## config.mk

```make
export PLATFORM = sky130hd
export DESIGN_NAME = masked_proportional_count_split
export DESIGN_NICKNAME = d
export VERILOG_FILES = /design/src/hw/rtl/mpcs_pkg.sv /design/src/hw/rtl/mpcs_wstore.sv /design/src/hw/rtl/mpcs_div.sv /design/src/hw/rtl/masked_proportional_count_split.sv
export SDC_FILE = /design/constraint.sdc
export NUM_CORES = 2
export LEC_CHECK = 0
export BUFFER_PORTS_ARGS = -buffer_cell sky130_fd_sc_hd__buf_2
export CAP_MARGIN = 20
export CORE_MARGIN = 3
export CORE_UTILIZATION = 60
export DETAILED_ROUTE_END_ITERATION = 8
export PLACE_DENSITY_LB_ADDON = 0.1
export SYNTH_ARGS = -nofsm -noshare
export SYNTH_HDL_FRONTEND = slang
export SYNTH_SLANG_ARGS = --single-unit
```

## constraint.sdc

```tcl
create_clock -name clk_i -period 20 [get_ports clk_i]
set_input_delay 1 -clock clk_i [delete_from_list [all_inputs] [get_ports clk_i]]
set_output_delay 1 -clock clk_i [all_outputs]
set_load 0.01 [all_outputs]
```

## src/hw/rtl/mpcs_pkg.sv

```systemverilog
// Shared constants and types for the masked proportional count split block.
package mpcs_pkg;

  localparam int unsigned DEF_NUM_ISOFORMS = 8;
  localparam int unsigned DEF_COUNT_BITS   = 24;

  localparam int unsigned KIND_W   = 1;
  localparam int unsigned WIDX_W   = 3;
  localparam int unsigned WEIGHT_W = 16;
  localparam int unsigned EXON_W   = 16;
  localparam int unsigned COUNT_W  = 24;
  localparam int unsigned MASK_W   = 8;
  localparam int unsigned ISO_W    = 3;
  localparam int unsigned SHARE_W  = 32;
  localparam int unsigned FRAC_W   = 8;
  localparam int unsigned NUM_W    = COUNT_W + WEIGHT_W + FRAC_W;
  localparam int unsigned DIV_STEP = 4;

  localparam logic [KIND_W-1:0] KIND_LOAD  = 1'b0;
  localparam logic [KIND_W-1:0] KIND_SPLIT = 1'b1;

  typedef enum logic [1:0] {
    ST_IDLE,
    ST_SUM,
    ST_PREP,
    ST_DIV
  } mpcs_state_e;

endpackage

```

## src/hw/rtl/mpcs_wstore.sv

```systemverilog
// Isoform weight store: register file with one write and one read port, reset to zero.
module mpcs_wstore import mpcs_pkg::*; #(
  parameter int unsigned DEPTH = DEF_NUM_ISOFORMS,
  parameter int unsigned IDX_W = 3
) (
  input  logic                clk_i,
  input  logic                rst_ni,
  input  logic                wr_en_i,
  input  logic [IDX_W-1:0]    wr_idx_i,
  input  logic [WEIGHT_W-1:0] wr_data_i,
  input  logic [IDX_W-1:0]    rd_idx_i,
  output logic [WEIGHT_W-1:0] rd_data_o
);

  logic [WEIGHT_W-1:0] mem_q [DEPTH];

  always_ff @(posedge clk_i or negedge rst_ni) begin
    if (!rst_ni) begin
      for (int k = 0; k < DEPTH; k++) begin
        mem_q[k] <= '0;
      end
    end else if (wr_en_i) begin
      mem_q[wr_idx_i] <= wr_data_i;
    end
  end

  assign rd_data_o = mem_q[rd_idx_i];

endmodule

```

## src/hw/rtl/mpcs_div.sv

```systemverilog
// Iterative restoring divider, DIV_STEP quotient bits per cycle, 32-bit quotient.
module mpcs_div import mpcs_pkg::*; #(
  parameter int unsigned DEN_W = 19
) (
  input  logic               clk_i,
  input  logic               rst_ni,
  input  logic               start_i,
  input  logic [NUM_W-1:0]   num_i,
  input  logic [DEN_W-1:0]   den_i,
  output logic               busy_o,
  output logic [SHARE_W-1:0] quo_o
);

  localparam int unsigned ITERS = SHARE_W / DIV_STEP;
  localparam int unsigned CNT_W = (ITERS > 1) ? $clog2(ITERS) : 1;

  logic               busy_q, busy_d;
  logic [CNT_W-1:0]   cnt_q, cnt_d;
  logic [DEN_W-1:0]   rem_q, rem_v;
  logic [SHARE_W-1:0] quo_q, quo_v;
  logic [DEN_W-1:0]   den_q;
  logic [DEN_W:0]     sh_v;

  always_comb begin
    rem_v = rem_q;
    quo_v = quo_q;
    sh_v  = '0;
    for (int k = 0; k < DIV_STEP; k++) begin
      sh_v  = {rem_v, quo_v[SHARE_W-1]};
      quo_v = {quo_v[SHARE_W-2:0], 1'b0};
      if (sh_v >= {1'b0, den_q}) begin
        rem_v    = DEN_W'(sh_v - {1'b0, den_q});
        quo_v[0] = 1'b1;
      end else begin
        rem_v = sh_v[DEN_W-1:0];
      end
    end
  end

  always_comb begin
    busy_d = busy_q;
    cnt_d  = cnt_q;
    if (start_i) begin
      busy_d = 1'b1;
      cnt_d  = '0;
    end else if (busy_q) begin
      cnt_d = cnt_q + CNT_W'(1);
      if (cnt_q == CNT_W'(ITERS - 1)) begin
        busy_d = 1'b0;
      end
    end
  end

  always_ff @(posedge clk_i or negedge rst_ni) begin
    if (!rst_ni) begin
      busy_q <= 1'b0;
      cnt_q  <= '0;
    end else begin
      busy_q <= busy_d;
      cnt_q  <= cnt_d;
    end
  end

  always_ff @(posedge clk_i) begin
    if (start_i) begin
      rem_q <= DEN_W'(num_i[NUM_W-1:SHARE_W]);
      quo_q <= num_i[SHARE_W-1:0];
      den_q <= den_i;
    end else if (busy_q) begin
      rem_q <= rem_v;
      quo_q <= quo_v;
    end
  end

  assign busy_o = busy_q;
  assign quo_o  = quo_q;

endmodule

```

## src/hw/rtl/masked_proportional_count_split.sv

```systemverilog
// Sequence: a load item writes the weight store; a split item steps through every isoform
// summing masked weights, then per isoform multiplies in ST_PREP, runs the divider and then
// loads the output register. It takes no new item until a split has loaded its last result;
// the shared divider retires 4 quotient bits a cycle, and output stalls hold the split in ST_DIV.
// Reset: asynchronous, clears the weight store to zero, the sequencer and the output valid.
// Top level of the masked proportional count split block.
module masked_proportional_count_split import mpcs_pkg::*; #(
  parameter int unsigned NUM_ISOFORMS = DEF_NUM_ISOFORMS,
  parameter int unsigned COUNT_BITS   = DEF_COUNT_BITS
) (
  input  logic                clk_i,
  input  logic                rst_ni,
  input  logic                in_valid_i,
  output logic                in_ready_o,
  input  logic [KIND_W-1:0]   kind_i,
  input  logic [WIDX_W-1:0]   weight_index_i,
  input  logic [WEIGHT_W-1:0] weight_value_i,
  input  logic [EXON_W-1:0]   exon_index_i,
  input  logic [COUNT_W-1:0]  exon_count_i,
  input  logic [MASK_W-1:0]   mapping_mask_i,
  output logic                out_valid_o,
  input  logic                out_ready_i,
  output logic [ISO_W-1:0]    isoform_index_o,
  output logic [EXON_W-1:0]   exon_echo_o,
  output logic [SHARE_W-1:0]  share_o,
  output logic                last_o
);

  localparam int unsigned R     = (NUM_ISOFORMS < MASK_W) ? NUM_ISOFORMS : MASK_W;
  localparam int unsigned IDX_W = (R > 1) ? $clog2(R) : 1;
  localparam int unsigned SUM_W = WEIGHT_W + ((R > 1) ? $clog2(R) : 0);
  localparam int unsigned MAP_W = $clog2(R + 1);
  localparam int unsigned CW    = (COUNT_BITS < COUNT_W) ? COUNT_BITS : COUNT_W;

  mpcs_state_e          state_q, state_d;
  logic [IDX_W-1:0]     idx_q, idx_d;
  logic [SUM_W-1:0]     sum_q, sum_d;
  logic [MAP_W-1:0]     map_q, map_d;
  logic [EXON_W-1:0]    exon_q, exon_d;
  logic [COUNT_W-1:0]   count_q, count_d;
  logic [MASK_W-1:0]    mask_q, mask_d;

  logic                 wr_en;
  logic [WEIGHT_W-1:0]  w_rd;
  logic [COUNT_W+WEIGHT_W-1:0] w_prod;
  logic                 div_start, div_busy;
  logic [NUM_W-1:0]     div_num;
  logic [SUM_W-1:0]     div_den;
  logic [SHARE_W-1:0]   div_quo;
  logic                 out_load;
  logic                 idx_last;

  logic                 out_valid_q;
  logic [ISO_W-1:0]     iso_q;
  logic [EXON_W-1:0]    echo_q;
  logic [SHARE_W-1:0]   share_q;
  logic                 last_q;

  mpcs_wstore #(
    .DEPTH (R),
    .IDX_W (IDX_W)
  ) u_wstore (
    .clk_i     (clk_i),
    .rst_ni    (rst_ni),
    .wr_en_i   (wr_en),
    .wr_idx_i  (weight_index_i[IDX_W-1:0]),
    .wr_data_i (weight_value_i),
    .rd_idx_i  (idx_q),
    .rd_data_o (w_rd)
  );

  mpcs_div #(
    .DEN_W (SUM_W)
  ) u_div (
    .clk_i   (clk_i),
    .rst_ni  (rst_ni),
    .start_i (div_start),
    .num_i   (div_num),
    .den_i   (div_den),
    .busy_o  (div_busy),
    .quo_o   (div_quo)
  );

  assign idx_last = (idx_q == IDX_W'(R - 1));

  always_comb begin
    w_prod  = (COUNT_W+WEIGHT_W)'(count_q) * (COUNT_W+WEIGHT_W)'(w_rd);
    div_num = '0;
    div_den = '0;
    if (sum_q != '0) begin
      div_den = sum_q;
      if (mask_q[idx_q]) begin
        div_num = NUM_W'({w_prod, {FRAC_W{1'b0}}});
      end
    end else if (map_q != '0) begin
      div_den = SUM_W'(map_q);
      if (mask_q[idx_q]) begin
        div_num = NUM_W'({count_q, {FRAC_W{1'b0}}});
      end
    end else begin
      div_den = SUM_W'(1);
    end
  end

  always_comb begin
    state_d    = state_q;
    idx_d      = idx_q;
    sum_d      = sum_q;
    map_d      = map_q;
    exon_d     = exon_q;
    count_d    = count_q;
    mask_d     = mask_q;
    in_ready_o = 1'b0;
    wr_en      = 1'b0;
    div_start  = 1'b0;
    out_load   = 1'b0;
    unique case (state_q)
      ST_IDLE: begin
        in_ready_o = 1'b1;
        if (in_valid_i) begin
          if (kind_i == KIND_LOAD) begin
            wr_en = (32'(weight_index_i) < NUM_ISOFORMS);
          end else begin
            exon_d  = exon_index_i;
            count_d = COUNT_W'(exon_count_i[CW-1:0]);
            mask_d  = mapping_mask_i;
            idx_d   = '0;
            sum_d   = '0;
            map_d   = '0;
            state_d = ST_SUM;
          end
        end
      end
      ST_SUM: begin
        if (mask_q[idx_q]) begin
          sum_d = sum_q + SUM_W'(w_rd);
          map_d = map_q + MAP_W'(1);
        end
        if (idx_last) begin
          idx_d   = '0;
          state_d = ST_PREP;
        end else begin
          idx_d = idx_q + IDX_W'(1);
        end
      end
      ST_PREP: begin
        div_start = 1'b1;
        state_d   = ST_DIV;
      end
      ST_DIV: begin
        if (!div_busy && (!out_valid_q || out_ready_i)) begin
          out_load = 1'b1;
          if (idx_last) begin
            state_d = ST_IDLE;
          end else begin
            idx_d   = idx_q + IDX_W'(1);
            state_d = ST_PREP;
          end
        end
      end
      default: begin
        state_d = ST_IDLE;
      end
    endcase
  end

  always_ff @(posedge clk_i or negedge rst_ni) begin
    if (!rst_ni) begin
      state_q     <= ST_IDLE;
      idx_q       <= '0;
      out_valid_q <= 1'b0;
    end else begin
      state_q <= state_d;
      idx_q   <= idx_d;
      if (out_load) begin
        out_valid_q <= 1'b1;
      end else if (out_ready_i) begin
        out_valid_q <= 1'b0;
      end
    end
  end

  always_ff @(posedge clk_i) begin
    sum_q   <= sum_d;
    map_q   <= map_d;
    exon_q  <= exon_d;
    count_q <= count_d;
    mask_q  <= mask_d;
    if (out_load) begin
      iso_q   <= ISO_W'(idx_q);
      echo_q  <= exon_q;
      share_q <= div_quo;
      last_q  <= idx_last;
    end
  end

  assign out_valid_o     = out_valid_q;
  assign isoform_index_o = iso_q;
  assign exon_echo_o     = echo_q;
  assign share_o         = share_q;
  assign last_o          = last_q;

endmodule

```

==> flow_summary_export.csv <==
group,metric,value,unit
critical_path,path_delay_family,"compound AO/OA/AOI/OAI gates",
critical_path,start_kind,"register",
clock_tree,htreeDepth,2,
timing,tightest_slew,1140,ps
critical_path,cpPeakStageDelay,720,ps
die,die_x,231,um
timing,fin_crit,12510,ps
detailed_routing,vias,22300,
critical_path,worstPathRequired,20310,ps
clock_tree,cts_setup_buffers,0,
placed_design,place_congestion,0.930,
die,dieArea,53400,um2
synth,ys_async_sr_fraction,0.417,
cells_and_area,area_growth,8.44,%
synth,ys_top_cells_by_area,"fa_1 (20%), edfxtp_1 (19%), dfrtp_1 (11%)",
cells_and_area,final_cell_mix,"inv_1 (383), nand2_1 (358), fa_1 (311)",
clock_tree,clockBufferDepth,3,
die,ios,126,
grt,grt_pass1_vias,23400,
clock_tree,cts_buffers,40,
clock_tree,clock-sinks,331,
synth,synth_edf_count,190,
cells_and_area,diodes,0,
die,core-area,49500,um2
cells_and_area,area.sequential,9220,um2
run_status,status,"finished clean",
detailed_routing,wl_per_cell,22.6,um
cells_and_area,multiInputGateArea,19200,um2
critical_path,cp_slowest_cell,"a21o_1",
synth,yosys_warnings,0,
job,cap_violations,0,
timing,skew,28.9,ps
synth,synthCells,2914,
clock_tree,clk_latency,580,ps
grt,grt_max_degree,73,
timing,setup_tns,0,ps
critical_path,endpoint_kind,"register",
placed_design,port_buffers,125,
hold_path,hold_class,"in2async",
synth,synth_seq_area_share,0.303,
synth,synthesis.area,30400,um2
grt,grt_pass1_wl,131,mm
detailed_routing,post-route-drc-count,0,
clock_tree,clk_pin_slew,60,ps
synth,synth_top_area_share,0.205,
detailed_routing,viasPerCell,6.08,
cells_and_area,drive_gt1_frac,0.145,
clock_tree,holdBufCountCts,0,
die,die_h,231,um
grt,track_usage,0.316,
cells_and_area,nets,3571,
timing,period_share,0.625,
critical_path,cp_max_fo,28,
cells_and_area,fill_cells,3933,
detailed_routing,wl,82.9,mm
timing,final_hold_viol_count,0,
critical_path,critPathKind,"reg2reg",
grt,grt_overflow,0,
clock_tree,clockRootBuffer,"clkbuf_16",
clock_tree,cts_resized,0,
timing,rsz0062_at_grt,"false",
synth,synth_flop_cell,"edfxtp_1",
die,rows,81,
synth,avgSynthCellArea,10.4,um2
timing,fmax,80.0,MHz
detailed_routing,firstDrtPassIters,5,
critical_path,crit_top_cell,"o21ai_0",
timing,maxSlewHeadroom,0.237,
timing,final_max_slew_viol_count,0,
die,start_util,0.614,
grt,grt_antenna_before_repair,3,
placed_design,hpwl,62.2,mm
critical_path,cp.arrival,12810,ps
timing,finalSetupViolations,0,
clock_tree,cts_tree,"built",
synth,synthDistinctLibCells,83,
detailed_routing,antenna_left,0,
cells_and_area,final_common_cell,"inv_1",
synth,synth_largest_area_cell,"fa_1",
synth,syn_nets,3507,
detailed_routing,drtIter0Drc,1668,
critical_path,path_buf_inv,3,
synth,ys_ff_latch,331,
## metrics by stage
| step | hold slack, ps | utilization | instance area (um2) | worst slack, ps | instances |
|---|---|---|---|---|---|
| 6_report | 421 | 0.666 | 32900 | 7490 | 3673 |
| 5_1_grt | 423 | 0.666 | 32900 | 6530 | 3673 |
| 4_1_cts | 419 | 0.666 | 32900 | 7480 | 3673 |
| 3_5_place_dp | 406 | 0.638 | 31600 | 7520 | 3600 |
| 3_3_place_gp | 400 | 0.638 | 31600 | 7880 | 3600 |
| 2_1_floorplan | 400 | - | 30400 | 9540 | 2914 |
## metal layers
metal  track usage  part of all wire  vias to the layer above
met3        0.0444             0.068                      170
met2         0.527              0.48                      871
met5             0                 0                        -
met1         0.430              0.42                    11300
met4         0.108             0.035                        0
li1              -                 -                     9939
## final cells by class
type | instances | share of cell area
Clock inverter | 23 | 0.00805
Tap cell | 664 | 0.0252
Timing Repair Buffer | 154 | 0.0258
Clock buffer | 50 | 0.0334
Sequential cell | 331 | 0.280
Inverter | 385 | 0.0439
Multi-Input combinational cell | 2066 | 0.584
## cells in the mapped netlist (all sizes together) (9+ instances only)
master / number
a21oi: 103
nand2: 359
mux2: 149
o21a: 16
a31oi: 18
edfxtp: 190
and2: 70
nor4: 13
mux4: 34
o21ai: 86
xor2: 40
mux2i: 47
dfrtp: 138
o21bai: 12
nand2b: 19
nor2b: 81
o22ai: 14
nand3: 35
ha: 210
nor2: 125
fa: 311
a211oi: 19
inv: 384
and3: 11
nand4: 11
a221o: 11
clkbuf: 116
xnor2: 65
nor3: 34
buf: 16
a22oi: 17
or3: 12
o211ai: 9
a21o: 50
## cells by family (layout without fill, tap and decap cells)
kind of cell,Yosys count,in the layout,synth area share
buf+inv,517,612,0.0647
flops,331,331,0.303
mux,230,230,0.0959
simple gates,794,794,0.123
xor+xnor,105,105,0.0303
compound gates,416,416,0.0915
fa+ha+maj,521,521,0.291
## sequential cells by signal, summed over array words and instances, names as in the netlist, 8 cells and up
| name | flops |
|---|---|
| u_div.rem_q | 19 |
| mask_q | 8 |
| u_div.quo_o | 32 |
| sum_q | 19 |
| u_div.den_q | 19 |
| exon_q | 16 |
| u_wstore.mem_q | 128 |
| exon_echo_o | 16 |
| share_o | 32 |
| count_q | 24 |
## final timing paths
check | startpoint | to | slack, ps | depth (start not counted)
max in group asynchronous | rst_ni | idx_q[0] | 18130 | 2
setup / recovery | u_div.den_q[1] | u_div.rem_q[12] | 7490 | 40
hold reg to reg | exon_q[5] | exon_echo_o[5] | 420 | 0
hold / removal | rst_ni | u_wstore.mem_q[106] | 420 | 1
setup reg to reg | u_div.den_q[1] | u_div.rem_q[12] | 7490 | 40
min in group clk_i | exon_q[5] | exon_echo_o[5] | 420 | 0
## worst register-to-register path: cells and delay by family (launching register included)
| kind | cells | cell delay [ps] |
|---|---|---|
| fa+ha+maj | 4 | 1590 |
| simple gates | 5 | 1200 |
| compound gates | 28 | 8070 |
| buf+inv | 3 | 960 |
| flops | 1 | 430 |
Power is left out: the tool's default activity adds up to more than one toggle a clock period on the data nets, which glitch-free logic cannot reach.
